--- config.mk ---
export PLATFORM = sky130hd
export DESIGN_NAME = indentation_aware_tokenizer
export DESIGN_NICKNAME = d
export VERILOG_FILES = /design/src/itok_pkg.sv /design/src/itok_stack_ram.sv /design/src/indentation_aware_tokenizer.sv
export SDC_FILE = /design/constraint.sdc
export NUM_CORES = 1
export LEC_CHECK = 0
export BUFFER_PORTS_ARGS = -buffer_cell sky130_fd_sc_hd__buf_2
export CELL_PAD_IN_SITES_DETAIL_PLACEMENT = 0
export CELL_PAD_IN_SITES_GLOBAL_PLACEMENT = 1
export CORE_AREA = 5 5 208 210
export CTS_CLUSTER_SIZE = 28
export DETAILED_ROUTE_END_ITERATION = 10
export DIE_AREA = 0 0 213 215
export GPL_TIMING_DRIVEN = 1
export HOLD_SLACK_MARGIN = 0.15
export PLACE_DENSITY = 0.62
export SLEW_MARGIN = 20
export SYNTH_ARGS = -nofsm -noshare
export SYNTH_HDL_FRONTEND = slang
export SYNTH_SLANG_ARGS = --single-unit
--- constraint.sdc ---
create_clock -name clk -period 5.9 [get_ports clk]
set_clock_uncertainty 0.1 [all_clocks]
set_input_delay 1.475 -clock clk [delete_from_list [all_inputs] [get_ports clk]]
set_output_delay 1.475 -clock clk [all_outputs]
set_load 0.01 [all_outputs]
--- src/itok_pkg.sv ---
`default_nettype none
package itok_pkg;

	typedef enum logic [2:0] {
		KIND_WORD    = 3'd0,
		KIND_PUNCT   = 3'd1,
		KIND_INDENT  = 3'd2,
		KIND_NEWLINE = 3'd3,
		KIND_DEDENT  = 3'd4,
		KIND_ERROR   = 3'd5,
		KIND_END     = 3'd6
	} kind_t;

	typedef enum logic [2:0] {
		MODE_LINE_START,
		MODE_BETWEEN,
		MODE_WORD,
		MODE_PENDING,
		MODE_SKIP
	} mode_t;

	typedef enum logic [2:0] {
		PEND_NONE,
		PEND_HYPHEN,
		PEND_OPEN,
		PEND_CLOSE,
		PEND_LESS,
		PEND_GREATER
	} pend_t;

	typedef enum logic [2:0] {
		ST_IDLE,
		ST_DECODE,
		ST_TOKEN,
		ST_POP_READ,
		ST_POP_EMIT,
		ST_FLUSH,
		ST_END
	} state_t;

	typedef struct packed {
		logic       hit;
		logic [3:0] code;
	} punct_t;

	localparam logic [7:0] CH_NUL     = 8'h00;
	localparam logic [7:0] CH_LF      = 8'h0a;
	localparam logic [7:0] CH_SPACE   = 8'h20;
	localparam logic [7:0] CH_HYPHEN  = 8'h2d;
	localparam logic [7:0] CH_UNDER   = 8'h5f;
	localparam logic [7:0] CH_OPEN    = 8'h5b;
	localparam logic [7:0] CH_CLOSE   = 8'h5d;
	localparam logic [7:0] CH_LESS    = 8'h3c;
	localparam logic [7:0] CH_GREATER = 8'h3e;

	localparam logic [3:0] PC_DOUBLE_OPEN    = 4'd12;
	localparam logic [3:0] PC_DOUBLE_CLOSE   = 4'd13;
	localparam logic [3:0] PC_DOUBLE_LESS    = 4'd14;
	localparam logic [3:0] PC_DOUBLE_GREATER = 4'd15;

	function automatic logic alpha_char(input logic [7:0] c);
		return (c >= 8'h41 && c <= 8'h5a) || (c >= 8'h61 && c <= 8'h7a);
	endfunction

	function automatic logic digit_char(input logic [7:0] c);
		return c >= 8'h30 && c <= 8'h39;
	endfunction

	function automatic logic is_body(input logic [7:0] c);
		return alpha_char(c) || digit_char(c) || c == CH_UNDER || c == CH_HYPHEN;
	endfunction

	function automatic punct_t single_code(input logic [7:0] c);
		punct_t r;
		r.hit = 1'b1;
		case (c)
			8'h3d:   r.code = 4'd0;
			8'h5c:   r.code = 4'd1;
			8'h2e:   r.code = 4'd2;
			8'h28:   r.code = 4'd3;
			8'h29:   r.code = 4'd4;
			8'h2a:   r.code = 4'd5;
			8'h21:   r.code = 4'd6;
			8'h3b:   r.code = 4'd7;
			8'h7b:   r.code = 4'd8;
			8'h7d:   r.code = 4'd9;
			8'h3a:   r.code = 4'd10;
			8'h40:   r.code = 4'd11;
			default: begin
				r.hit  = 1'b0;
				r.code = 4'd0;
			end
		endcase
		return r;
	endfunction

	function automatic pend_t pending_of(input logic [7:0] c);
		case (c)
			CH_HYPHEN:  return PEND_HYPHEN;
			CH_OPEN:    return PEND_OPEN;
			CH_CLOSE:   return PEND_CLOSE;
			CH_LESS:    return PEND_LESS;
			CH_GREATER: return PEND_GREATER;
			default:    return PEND_NONE;
		endcase
	endfunction

	// A token start that gives a result at once: a single symbol or an error.
	function automatic logic start_emits(input logic [7:0] c);
		return c != CH_SPACE && !alpha_char(c) && pending_of(c) == PEND_NONE;
	endfunction

endpackage
`default_nettype wire

--- src/itok_stack_ram.sv ---
`default_nettype none
module itok_stack_ram #(
	parameter int DEPTH = 16,
	parameter int WIDTH = 12
) (
	input  wire                      clk,
	input  wire                      we,
	input  wire  [$clog2(DEPTH)-1:0] waddr,
	input  wire  [WIDTH-1:0]         wdata,
	input  wire                      re,
	input  wire  [$clog2(DEPTH)-1:0] raddr,
	output logic [WIDTH-1:0]         rdata
);

	logic [WIDTH-1:0] mem_q [DEPTH];

	always_ff @(posedge clk) begin
		if (we) begin
			mem_q[waddr] <= wdata;
		end
		if (re) begin
			rdata <= mem_q[raddr];
		end
	end

endmodule
`default_nettype wire

--- src/indentation_aware_tokenizer.sv ---
`default_nettype none
// Channel | Direction | Handshake          | Payload
// input   | in        | in_valid, in_stall | text_byte
// output  | out       | out_valid, out_stall | token_kind, punct_code, line_index,
//         |           |                    | start_column, token_length, last_of_run
//
// Each byte is accepted into a register and then decoded; a byte that may start a token
// then goes through a token state.
// A dedent at a line start first reads the indent stack RAM, once per pop, then emits.
// Closing dedents at the end of the text come from a flush state and read no RAM.
// While out_stall is high a result waits in the output register and the next one holds decoding.
// Reset clears all control state; the stack RAM needs no clearing, as entry zero is never used.
module indentation_aware_tokenizer #(
	parameter int STACK_DEPTH = 16,
	parameter int COLUMN_BITS = 12,
	parameter int LINE_BITS   = 16
) (
	input  wire                    clk,
	input  wire                    arst_n,
	input  wire                    in_valid,
	output logic                   in_stall,
	input  wire  [7:0]             text_byte,
	output logic                   out_valid,
	input  wire                    out_stall,
	output logic [2:0]             token_kind,
	output logic [3:0]             punct_code,
	output logic [LINE_BITS-1:0]   line_index,
	output logic [COLUMN_BITS-1:0] start_column,
	output logic [COLUMN_BITS-1:0] token_length,
	output logic                   last_of_run
);
	import itok_pkg::*;

	localparam int SPW = $clog2(STACK_DEPTH + 1);
	localparam int AW  = $clog2(STACK_DEPTH);
	localparam logic [COLUMN_BITS-1:0] COL_MAX  = '1;
	localparam logic [LINE_BITS-1:0]   LINE_MAX = '1;
	localparam logic [SPW-1:0]         SP_FULL  = SPW'(STACK_DEPTH);
	localparam logic [SPW-1:0]         SP_ONE   = SPW'(1);
	localparam logic [SPW-1:0]         SP_TWO   = SPW'(2);

	state_t state_q, state_d;
	mode_t  mode_q, mode_d;
	pend_t  pend_q, pend_d;
	logic [SPW-1:0]         sp_q, sp_d;
	logic [COLUMN_BITS-1:0] top_q, top_d;
	logic [LINE_BITS-1:0]   line_q, line_d;
	logic [COLUMN_BITS-1:0] colcnt_q;
	logic [COLUMN_BITS-1:0] wsc_q, wsc_d;
	logic                   clean_q, clean_d;
	logic [7:0]             b_q;
	logic [COLUMN_BITS-1:0] col_q;

	logic                   em_valid, em_last;
	kind_t                  em_kind;
	logic [3:0]             em_code;
	logic [COLUMN_BITS-1:0] em_col, em_len;
	logic                   can_emit, adv, in_acc, restart;
	logic                   we_req, re;
	logic [AW-1:0]          waddr, raddr;
	logic [COLUMN_BITS-1:0] rdata, next_top;
	logic                   more_pop;
	punct_t                 sc;
	pend_t                  pb;

	itok_stack_ram #(.DEPTH(STACK_DEPTH), .WIDTH(COLUMN_BITS)) u_ram (
		.clk   (clk),
		.we    (we_req && adv),
		.waddr (waddr),
		.wdata (col_q),
		.re    (re),
		.raddr (raddr),
		.rdata (rdata)
	);

	assign can_emit = !out_valid || !out_stall;
	assign adv      = !em_valid || can_emit;
	assign in_stall = state_q != ST_IDLE;
	assign in_acc   = in_valid && !in_stall;
	assign raddr    = AW'(sp_q - SP_TWO);
	assign re       = state_q == ST_POP_READ;
	assign sc       = single_code(b_q);
	assign pb       = pending_of(b_q);
	assign next_top = (sp_q == SP_TWO) ? '0 : rdata;
	assign more_pop = (sp_q - SP_ONE) > SP_ONE && col_q < next_top;

	always_comb begin
		state_d  = state_q;
		mode_d   = mode_q;
		pend_d   = pend_q;
		sp_d     = sp_q;
		top_d    = top_q;
		line_d   = line_q;
		wsc_d    = wsc_q;
		clean_d  = clean_q;
		restart  = 1'b0;
		em_valid = 1'b0;
		em_last  = 1'b1;
		em_kind  = KIND_ERROR;
		em_code  = '0;
		em_col   = col_q;
		em_len   = '0;
		we_req   = 1'b0;
		waddr    = sp_q[AW-1:0];
		case (state_q)
			ST_IDLE: begin
				if (in_valid) begin
					state_d = ST_DECODE;
				end
			end
			ST_DECODE: begin
				state_d = ST_IDLE;
				if (b_q == CH_LF || b_q == CH_NUL) begin
					if (mode_q == MODE_WORD || mode_q == MODE_PENDING) begin
						em_valid = 1'b1;
						em_col   = wsc_q;
						em_last  = b_q == CH_LF;
						if (mode_q == MODE_WORD && clean_q) begin
							em_kind = KIND_WORD;
							em_len  = col_q - wsc_q;
						end
					end
					pend_d = PEND_NONE;
					if (b_q == CH_LF) begin
						if (line_q != LINE_MAX) begin
							line_d = line_q + 1'b1;
						end
						mode_d = MODE_LINE_START;
					end else begin
						state_d = (sp_q > SP_ONE) ? ST_FLUSH : ST_END;
					end
				end else if (mode_q == MODE_SKIP) begin
					state_d = ST_IDLE;
				end else if (col_q == COL_MAX) begin
					em_valid = 1'b1;
					em_col   = (mode_q == MODE_WORD || mode_q == MODE_PENDING) ? wsc_q : col_q;
					pend_d   = PEND_NONE;
					mode_d   = MODE_SKIP;
				end else begin
					case (mode_q)
						MODE_LINE_START: begin
							if (b_q != CH_SPACE) begin
								if (col_q > top_q) begin
									em_valid = 1'b1;
									we_req   = 1'b1;
									top_d    = col_q;
									if (sp_q < SP_FULL) begin
										em_kind = KIND_INDENT;
										em_last = !start_emits(b_q);
										sp_d    = sp_q + 1'b1;
										state_d = ST_TOKEN;
									end else begin
										waddr  = AW'(sp_q - SP_ONE);
										mode_d = MODE_SKIP;
									end
								end else if (col_q == top_q) begin
									em_valid = 1'b1;
									em_kind  = KIND_NEWLINE;
									em_last  = !start_emits(b_q);
									state_d  = ST_TOKEN;
								end else begin
									state_d = ST_POP_READ;
								end
							end
						end
						MODE_WORD: begin
							if (is_body(b_q)) begin
								clean_d = alpha_char(b_q) || digit_char(b_q);
							end else if (clean_q) begin
								em_valid = 1'b1;
								em_kind  = KIND_WORD;
								em_col   = wsc_q;
								em_len   = col_q - wsc_q;
								em_last  = !start_emits(b_q);
								state_d  = ST_TOKEN;
							end else begin
								em_valid = 1'b1;
								em_col   = wsc_q;
								mode_d   = MODE_SKIP;
							end
						end
						MODE_PENDING: begin
							pend_d = PEND_NONE;
							if (pend_q == PEND_HYPHEN && b_q == CH_HYPHEN) begin
								mode_d = MODE_SKIP;
							end else begin
								em_valid = 1'b1;
								em_col   = wsc_q;
								mode_d   = MODE_SKIP;
								if (pend_q == PEND_OPEN && b_q == CH_OPEN) begin
									em_kind = KIND_PUNCT;
									em_code = PC_DOUBLE_OPEN;
								end else if (pend_q == PEND_CLOSE && b_q == CH_CLOSE) begin
									em_kind = KIND_PUNCT;
									em_code = PC_DOUBLE_CLOSE;
								end else if (pend_q == PEND_LESS && b_q == CH_LESS) begin
									em_kind = KIND_PUNCT;
									em_code = PC_DOUBLE_LESS;
								end else if (pend_q == PEND_GREATER && b_q == CH_GREATER) begin
									em_kind = KIND_PUNCT;
									em_code = PC_DOUBLE_GREATER;
								end
								if (em_kind == KIND_PUNCT) begin
									em_len = COLUMN_BITS'(2);
									mode_d = MODE_BETWEEN;
								end
							end
						end
						default: begin
							state_d = ST_TOKEN;
						end
					endcase
				end
			end
			ST_TOKEN: begin
				state_d = ST_IDLE;
				if (b_q == CH_SPACE) begin
					mode_d = MODE_BETWEEN;
				end else if (alpha_char(b_q)) begin
					mode_d  = MODE_WORD;
					wsc_d   = col_q;
					clean_d = 1'b1;
				end else if (sc.hit) begin
					em_valid = 1'b1;
					em_kind  = KIND_PUNCT;
					em_code  = sc.code;
					em_len   = COLUMN_BITS'(1);
					mode_d   = MODE_BETWEEN;
				end else if (pb != PEND_NONE) begin
					pend_d = pb;
					mode_d = MODE_PENDING;
					wsc_d  = col_q;
				end else begin
					em_valid = 1'b1;
					mode_d   = MODE_SKIP;
				end
			end
			ST_POP_READ: begin
				state_d = ST_POP_EMIT;
			end
			ST_POP_EMIT: begin
				em_valid = 1'b1;
				em_kind  = KIND_DEDENT;
				em_last  = !more_pop && !start_emits(b_q);
				sp_d     = sp_q - SP_ONE;
				top_d    = next_top;
				state_d  = more_pop ? ST_POP_READ : ST_TOKEN;
			end
			ST_FLUSH: begin
				em_valid = 1'b1;
				em_kind  = KIND_DEDENT;
				em_col   = '0;
				em_last  = 1'b0;
				sp_d     = sp_q - SP_ONE;
				state_d  = (sp_q == SP_TWO) ? ST_END : ST_FLUSH;
			end
			ST_END: begin
				em_valid = 1'b1;
				em_kind  = KIND_END;
				restart  = 1'b1;
				state_d  = ST_IDLE;
			end
			default: begin
				state_d = ST_IDLE;
			end
		endcase
	end

	always_ff @(posedge clk or negedge arst_n) begin
		if (!arst_n) begin
			state_q  <= ST_IDLE;
			mode_q   <= MODE_LINE_START;
			pend_q   <= PEND_NONE;
			sp_q     <= SP_ONE;
			top_q    <= '0;
			line_q   <= '0;
			colcnt_q <= '0;
			wsc_q    <= '0;
			clean_q  <= 1'b0;
		end else if (restart && adv) begin
			state_q  <= ST_IDLE;
			mode_q   <= MODE_LINE_START;
			pend_q   <= PEND_NONE;
			sp_q     <= SP_ONE;
			top_q    <= '0;
			line_q   <= '0;
			colcnt_q <= '0;
			wsc_q    <= '0;
			clean_q  <= 1'b0;
		end else begin
			if (adv) begin
				state_q <= state_d;
				mode_q  <= mode_d;
				pend_q  <= pend_d;
				sp_q    <= sp_d;
				top_q   <= top_d;
				line_q  <= line_d;
				wsc_q   <= wsc_d;
				clean_q <= clean_d;
			end
			if (in_acc) begin
				if (text_byte != CH_LF && text_byte != CH_NUL && colcnt_q != COL_MAX) begin
					colcnt_q <= colcnt_q + 1'b1;
				end
			end else if (state_q == ST_DECODE && b_q == CH_LF && adv) begin
				colcnt_q <= '0;
			end
		end
	end

	always_ff @(posedge clk) begin
		if (in_acc) begin
			b_q   <= text_byte;
			col_q <= colcnt_q;
		end
	end

	always_ff @(posedge clk or negedge arst_n) begin
		if (!arst_n) begin
			out_valid <= 1'b0;
		end else if (em_valid && can_emit) begin
			out_valid <= 1'b1;
		end else if (!out_stall) begin
			out_valid <= 1'b0;
		end
	end

	always_ff @(posedge clk) begin
		if (em_valid && can_emit) begin
			token_kind   <= em_kind;
			punct_code   <= em_code;
			line_index   <= line_q;
			start_column <= em_col;
			token_length <= em_len;
			last_of_run  <= em_last;
		end
	end

endmodule
`default_nettype wire

Word level (Yosys, flattened, before mapping)
Memories as Yosys holds them, arrays and structs flattened. A register that Yosys moved wholly into a read port is not among the register bits. Cells that the tools add are included.

Flip-flop bits (word level): 136. Bits in writable memories: 192. Input port bits: 12. Output and inout port bits: 50. Logic and storage cells: 412. Memories: 1.

Add/subtract/negate cells: 6. Magnitude comparators: 11. Eq/ne operators: 70. Muxes and demuxes: 231. Reduce and logical (&&, ||, !) cells: 75.

Memories: u_ram.mem_q (words 16, bits a word 12, read ports 1, clocked after Yosys merged registers in 1, write ports 1, line itok_stack_ram.sv:15) `logic [WIDTH-1:0] mem_q [DEPTH];`.

Operators by type and width (number): $mux W12 (33); $mux W3 (85); $pmux W12 S2 (5); $eq A8 B6 Y1 const B (12); $mux W16 (6); $mux W4 (20); $eq A8 B7 Y1 const B (7); $mux W1 (50); $mux W5 (9); $pmux W4 S11 (1); $ne A3 B3 Y1 const B (14); $ne A6 B6 Y1 const B (5); $pmux W3 S5 (2); $pmux W3 S3 (3); $logic_and A1 B1 Y1 (24); $reduce_bool A3 Y1 (7); $eq A3 B2 Y1 const B (6); $eq A3 B3 Y1 const B (6); $logic_not A3 Y1 (6); $reduce_and A9 Y1 (2); $add A16 B1 Y16 const B (1); $ge A8 B7 Y1 const B (2); $le A8 B7 Y1 const B (2); $ne A16 B16 Y1 const B (1); other kinds (44) (84).

Depth between registers and ports, before layout
Gate-level depths: netlist of run 1.

Depth after elaboration: 22. Depth in mapped cells: 17. Gate-level depth less buffers: 13.

Hierarchy
Synthesis of run 1 repeated with hierarchy kept, for this count alone.

Cells, all modules: 1249. Area total of the unflattened synthesis: 16354.4 µm².

Modules (own cells, without submodules): indentation_aware_tokenizer (instances 1, cells an instance 920, area an instance 8634.5 µm², seq. area each 3744.8 µm²); itok_stack_ram (instances 1, cells an instance 329, area an instance 7719.9 µm², seq. area each 6125.9 µm²).

Worst setup path after synthesis of run 1
OpenSTA, ideal clock, no wires.

Kind: register to register. Start point: register col_q[10]. End point: register last_of_run, enable pin. Setup time: 454 ps. Arrival time: 3882 ps. Required time: 5346 ps. Slack: 1464 ps. Cell stages (with the launch flop): 8. Buffers on the path: 0. Period minus slack after synthesis: 4436 ps. Cells stage by stage: edfxtp_1 ha_1 nand4_1 nor3_1 o21ai_0 nand2_1 a21oi_1 nor2_1.

Cells in the longest elaborated chain, start to end: 10. Elaborated cells on any way between the ends: 12. Classes of those cells: order compare: 1; eq/ne: 2; mux: 8; reduce/logical: 1.

RTL lines: from (decl) (line indentation_aware_tokenizer.sv:52) `logic [COLUMN_BITS-1:0] col_q;`; from (signal assigned) (line indentation_aware_tokenizer.sv:314) `col_q <= colcnt_q;`; branches (longest 5 deep; another with $gt A12 B12 Y1); $mux W1 (*) (line indentation_aware_tokenizer.sv:134) `end else if (col_q == COL_MAX) begin`; $mux W1 (*) (line indentation_aware_tokenizer.sv:132) `end else if (mode_q == MODE_SKIP) begin`; $mux W1 (*) (line indentation_aware_tokenizer.sv:113) `if (b_q == CH_LF || b_q == CH_NUL) begin`; $pmux W1 S3 (*) (line indentation_aware_tokenizer.sv:105) `case (state_q)`; $logic_and A1 B1 Y1 (*) (line indentation_aware_tokenizer.sv:329) `if (em_valid && can_emit) begin`; to (signal assigned) (line indentation_aware_tokenizer.sv:335) `last_of_run <= em_last;`; to (decl) (line indentation_aware_tokenizer.sv:30) `output logic last_of_run`.

Every way passes the cells marked *. A chain may end at the register's enable or synchronous reset.

Worst setup path after layout of run 1
Start point: register col_q[11]. End point: memory u_ram.mem_q[5][8], enable pin.

Cells in the longest elaborated chain, start to end: 14. Elaborated cells on any way between the ends: 30. Classes of those cells: order compare: 1; eq/ne: 2; mux: 24; reduce/logical: 3.

RTL lines (line): branches (longest 14 deep; another with $gt A12 B12 Y1); to (decl) (itok_stack_ram.sv:15).

Several ways; the timed one is not identified.

==> results of run 1 <==
## worst paths after layout
| kind | start | endpoint | depth (start not counted) |
|---|---|---|---|
| max in group asynchronous | arst_n | sp_q[1] | 1 |
| max reg2reg | col_q[11] | u_ram.mem_q[5][8] | 11 |
| min | line_q[7] | line_index[7] | 0 |
| min reg2reg | line_q[7] | line_index[7] | 0 |
| min in group asynchronous | arst_n | line_q[7] | 1 |
| max | col_q[11] | u_ram.mem_q[5][8] | 11 |
## stage by stage
stage / hold slack [ns] / worst slack [ns]
2_1_floorplan: 0.348 / 1.46
3_3_place_gp: 0.383 / 1.59
3_5_place_dp: 0.371 / 1.49
4_1_cts: 0.397 / 1.50
5_1_grt: 0.405 / 1.38
6_report: 0.393 / 1.59
## power groups by stage
stage | clock, mW | combinational [mW] | sequential [mW]
floorplan | 0 | 1.96 | 3.28
global placement | 0 | 2.72 | 3.38
detailed placement | 0 | 2.72 | 3.38
CTS | 2.30 | 2.74 | 3.33
global route | 2.39 | 2.99 | 3.38
finish | 2.22 | 2.71 | 3.33
## logic make-up (layout without fill, tap and decap cells)
| group | Yosys count | count (layout) |
|---|---|---|
| simple gates | 398 | 398 |
| flops | 340 | 340 |
| compound gates | 237 | 237 |
| buf+inv | 119 | 212 |
| mux | 90 | 90 |
| fa+ha+maj | 45 | 45 |
| xor+xnor | 15 | 15 |
## synthesized netlist by cell type (all sizes together), types with 6 or more instances
master  count  area (µm²)
nand2b     13        81.3
clkbuf     57         214
ha         44         551
and3       15        93.8
o211ai      7        52.6
mux4       60        1350
nor3       26         130
o21ai      58         290
dfrtp      67        1680
inv        46         173
or3        14        92.6
buf        14        60.1
or2         8        50.1
a31oi      20         125
a22o       16         140
nor2       80         303
a21oi      55         275
o22ai       8        50.1
xnor2       8        70.1
nand4      12        75.1
a211oi      6        45.0
nand2     110         415
and2        9        56.3
nand3      51         255
mux2i      15         150
edfxtp    272        8170
nor2b      14        87.6
o31ai      16         120
xor2        7        61.3
nor3b       7        52.6
mux2       15         176
or4        19         154
## sequential cells by signal, summed over array words and instances (netlist names), 4 cells and up
register and cells:
punct_code 4, col_q 12, colcnt_q 12, line_index 16, start_column 12, line_q 16
b_q 8, top_q 12, token_length 12, u_ram.mem_q 192, wsc_q 12, sp_q 5
u_ram.rdata 12
## routing by layer
metal,GRT usage,vias up,share of wire,routed length [µm]
li1,-,4942,-,-
met1,0.275,5354,0.48,19700
met2,0.268,260,0.45,18300
met3,0.0261,64,0.047,1920
met4,0.0467,0,0.019,786
met5,0,-,0,0
## worst max-delay path, stage by stage (launching register included)
cell and delay, ns:
edfxtp_1 0.90, ha_1 0.40, nand2_1 0.07, nor2_1 0.04, a211oi_1 0.43, nand3_1 0.30
o2111a_1 0.33, nor3_1 0.35, buf_4 0.27, nand3_1 0.14, a21oi_1 0.37, buf_4 0.29
## cell usage in the layout (no fill, tap or decap), drive strengths merged, types with 9 or more instances in the layout
cell type / instances
nand4: 12
a21oi: 55
inv: 48
edfxtp: 272
dfrtp: 67
a22o: 16
clkbuf: 52
buf: 98
mux2: 15
and3: 15
or3: 14
nand3: 51
ha: 44
nand2: 110
a31oi: 20
mux2i: 15
nand2b: 13
nor3: 26
mux4: 60
nor2: 80
o21ai: 58
o31ai: 16
clkinv: 9
and2: 9
nor2b: 14
or4: 19
## cell type report
type                       count  area (µm²)  area share
sequential                   340        9880       0.535
multi-input combinational    785        5980       0.324
clock buffer                  52        1030      0.0561
tap                          539         674      0.0365
timing repair buffer          98         589      0.0319
inverter                      48         180     0.00976
clock inverter                14         116     0.00631
==> metrics.txt, run 1 <==
result of the run=finished clean; Die X=213 µm; clock buffer count from CTS=38; flip-flop and latch count after synthesis=340; Synth cell types=75; Power per Cell Area=448 nW/µm²; final count of hold timing violations=0; detailed-routing iteration count for the pre-antenna-repair pass=5; fraction of layout cells with a size suffix above 1=0.186; routed via count=10620; Placed Cells=1810; count of fill cells added during filler insertion=3690; sequential share of the synthesized area=0.607; filler-free cell count of the finished design=1876; clock tree from TritonCTS=built; starting density of the core=0.393; post-route standard cell area excluding fillers=18500 µm²; overall power after layout=8.26 mW; maximum clock insertion buffer count=3; number of gates given a new drive strength after cts=0; via-per-instance ratio=5.66; antenna fix cells=0; largest family of logic cells by synthesized area=simple AND/OR/NAND/NOR gates; switching power=2.80 mW; clock transition at the register clock pins on the worst setup and hold paths after CTS=0.06 ns; utilization after layout=0.446; switching share of power=0.339; peak ir drop on the vdd network=212 µV; Tot GR Track Use=0.179; required time of the critical path=6.05 ns; post-synthesis net count=1301; height of the chip=215 µm; max_slew headroom=0.295; number of nets in the final layout=1368; Setup Buffers After CTS=0; xor and xnor area share after synthesis=0.00807; WP data arrival=4.45 ns; slew at the pin closest to its max-slew limit=1.05 ns; routed wire length per instance=21.7 µm; sequential share of power=0.403; maximum number of pins on one net before global-route repair=69; Post-Route WL=40.7 mm; Total Die Area=45800 µm²; gate count of the mapped netlist=1244; total internal power=5.46 mW; cell chosen for the clock root=clkbuf_16; residual overflow from global routing=0; first-pass GRT wire length=63.6 mm; Post-synth EDFFs=272; count of routing violations after the opening detailed-route iteration=937; multiplexer area fraction after synthesis=0.103; Final Max Slew Viols=0; Clock power frac=0.269; class of the most critical hold timing path=reg -> reg; highest attainable clock frequency=232 MHz; Cell Area, Synth=16300 µm²; shortest clock period the worst path allows after layout=4.31 ns; H-tree levels=2; CTS Hold Buffers Added=0; top-level I/O count=62; IO buf count=61; final clock period utilization by the worst path=0.730; yosys warns=0; register-to-register setup slack=1.59 ns; setup TNS=0 ns; count of standard-cell rows=75; combinational share of power=0.327; placeable core region=41400 µm²; clock net sink count=340; RSZ-0062 raised after global routing=no; ANT nets after route=0; Setup-failing EPs final=0; area share of and/or/nand/nor cells after synthesis=0.124; leakage power=6.69 nW; maximum fanout along the worst path=23; arithmetic-cell share of the synthesized area counting full adders, half adders and majority gates=0.0351; synthesized area divided by synthesized cell count=13.1 µm²; Max-Cap Viols=0; share of async-settable or async-resettable flops after synthesis=0.200; Skew-Pair Late Insertion Delay=0.56 ns; half-perimeter wire length after placement=26.3 mm; vias in the first global route=10497; routability-driven placement congestion ratio=0.875; top flip-flop cell by instance count after synthesis=edfxtp_1; complex-gate fraction of the synthesized area=0.0950; number of antenna violations at the first check in global routing=0; growth of design area from synthesis to finish=13.4%; kind of critical path=reg -> reg; number of remaining DRC errors=0; nature of the critical path endpoint=flip-flop; sort of element at the start of the critical path=flip-flop; post-detailed-placement cell area=17300 µm²
No activity file was read; power rests on OpenSTA's default activity.
==> inputs of run 2 (changes only) <==
- PLACE_DENSITY: 0.62 -> 0.64
- clock period: 5.9 -> 3.6 ns (I/O delays scaled with it)
==> metrics.txt, run 2 (synthesis results as in run 1) <==
result of the run=finished clean; class of the most critical hold timing path=reg -> reg; ordered cell list for the critical path=or4b_1 -> a2111o_1 -> o2111ai_1 -> a21oi_1 -> o211a_1 -> or3_4 -> or4_4 -> mux2_4; Post-Route WL=41.2 mm (+1.2%); routability-driven placement congestion ratio=0.884 (+0.99%); number of nets in the final layout=1437 (+5.0%); routed via count=10779 (+1.5%); highest attainable clock frequency=288 MHz (+24%); final hold slack=0.390 ns (-0.00332 ns); buffer and inverter count on the worst path=0 (-2); count of fill cells added during filler insertion=3651 (-1.1%); fraction of layout cells with a size suffix above 1=0.234 (+0.0478); H-tree levels=2 (unchanged); maximum number of pins on one net before global-route repair=69 (unchanged); peak ir drop on the vdd network=323 µV (+53%); nature of the critical path endpoint=flip-flop; final worst slack=0.123 ns (-1.47 ns); clock transition at the register clock pins on the worst setup and hold paths after CTS=0.06 ns (about the same); kind of critical path=reg -> reg; Max-Cap Viols=0 (unchanged); first-pass GRT wire length=64.0 mm (+0.54%); Final Max Slew Viols=0 (unchanged); Tot GR Track Use=0.179 (+0.000669); routed wire length per instance=21.1 µm (-2.7%); filler-free cell count of the finished design=1950 (+3.9%); residual overflow from global routing=0 (unchanged); largest reg by FF count=u_ram.mem_q; most common cell after layout, fill and taps aside=edfxtp_1; flip-flop count of the largest register after layout=192 (unchanged); Total Die Area=45800 µm² (unchanged); Skew-Pair Late Insertion Delay=0.54 ns (-0.02 ns); Setup-failing EPs final=0 (unchanged); slowest cell on the critical path=or4_4; Place WS=0.108 ns (-1.38 ns); via-per-instance ratio=5.53 (-2.4%); setup TNS=0 ns (unchanged); starting density of the core=0.393 (unchanged); RSZ-0062 raised after global routing=no; maximum clock insertion buffer count=3 (unchanged); required time of the critical path=3.92 ns (-2.13 ns); shortest clock period the worst path allows after layout=3.48 ns (-0.829 ns); Placed Cells=1877 (+3.7%); gate family responsible for the most delay along the worst path=simple AND/OR/NAND/NOR gates; clock tree from TritonCTS=built; half-perimeter wire length after placement=29.0 mm (+10%); final clock period utilization by the worst path=0.966 (+0.236); max_slew headroom=0.265 (-0.0299); Die X=213 µm (unchanged); clock net sink count=340 (unchanged); leakage power=7.11 nW (+6.2%); WP data arrival=3.80 ns (-0.65 ns); sort of element at the start of the critical path=flip-flop; IO buf count=61 (unchanged); clock buffer count from CTS=39 (+2.6%); detailed-routing iteration count for the pre-antenna-repair pass=7 (+2); number of remaining DRC errors=0 (unchanged); placeable core region=41400 µm² (unchanged); height of the chip=215 µm (unchanged); number of antenna violations at the first check in global routing=2 (+2); Power per Cell Area=728 nW/µm² (+63%); count of standard-cell rows=75 (unchanged); CTS Hold Buffers Added=0 (unchanged); slew at the pin closest to its max-slew limit=1.10 ns (+0.0447 ns); vias in the first global route=10621 (+1.2%); cell chosen for the clock root=clkbuf_16; count of routing violations after the opening detailed-route iteration=1020 (+8.9%); commonest non-fill, non-tap cells in the layout=edfxtp_1 (272), nand2_1 (109), buf_4 (96); maximum fanout along the worst path=4 (-83%); ANT nets after route=0 (unchanged); growth of design area from synthesis to finish=17.7%; final count of hold timing violations=0 (unchanged); top-level I/O count=62 (unchanged); registers with the highest flip-flop counts=u_ram.mem_q: 192 flops, line_index: 16 flops, line_q: 16 flops; slowest cell delay on critical path=0.58 ns (-0.32 ns)
[run 2: cell count changes in the layout (fill, tap and decap cells not counted), sizes merged]
cell,before,now
clkinvlp,4,2
clkinv,9,17
buf,98,166
clkbuf,52,51
diode,0,1
[run 2: through the flow]
stage | total power [mW] | instance area (µm²) | utilization
finish | 13.9 | 19100 | 0.463
global route | 14.7 | 19100 | 0.463
CTS | 14.1 | 19100 | 0.462
detailed placement | 10.3 | 17900 | 0.433
global placement | 10.3 | 17900 | 0.433
floorplan | 8.62 | 16300 | -
[run 2: path summary, 6_finish.rpt]
check,startpoint,to,slack (ns),cells after the start
hold reg to reg,line_q[15],line_index[15],0.39,0
hold / removal,line_q[15],line_index[15],0.39,0
min in group asynchronous,arst_n,line_q[9],0.40,1
setup reg to reg,b_q[1],mode_q[0],0.12,8
max in group asynchronous,arst_n,sp_q[1],2.34,1
setup / recovery,b_q[1],mode_q[0],0.12,8
[run 2: report_power, final]
part           total [mW]  switching, mW  internal (mW)
combinational        5.03           2.91           2.12
clock                3.72           1.56           2.16
sequential           5.19          0.249           4.94
total                13.9           4.72           9.22
[run 2: repair_timing]
item	CTS	global route
resized for setup	0	5
setup buffers	0	1
endpoints found under the setup margin	0	76
[run 2: routing by layer]
metal	routed length (µm)	part of all wire	GRT usage	vias to the layer above
met5	0	0	0	-
met4	745	0.018	0.0427	0
met3	2130	0.052	0.0273	52
met2	18500	0.45	0.268	269
met1	19800	0.48	0.277	5394
li1	-	-	-	5064
[run 2: area by class of cell]
type                            instances  area [µm²]  area share
Tap cell                              539         674      0.0352
Sequential cell                       340        9880       0.516
Clock buffer                           51        1060      0.0554
Clock inverter                         20         146     0.00765
Inverter                               48         185     0.00967
Antenna cell                            1        2.50    0.000131
Timing Repair Buffer                  166        1210      0.0633
Multi-Input combinational cell        785        5990       0.313
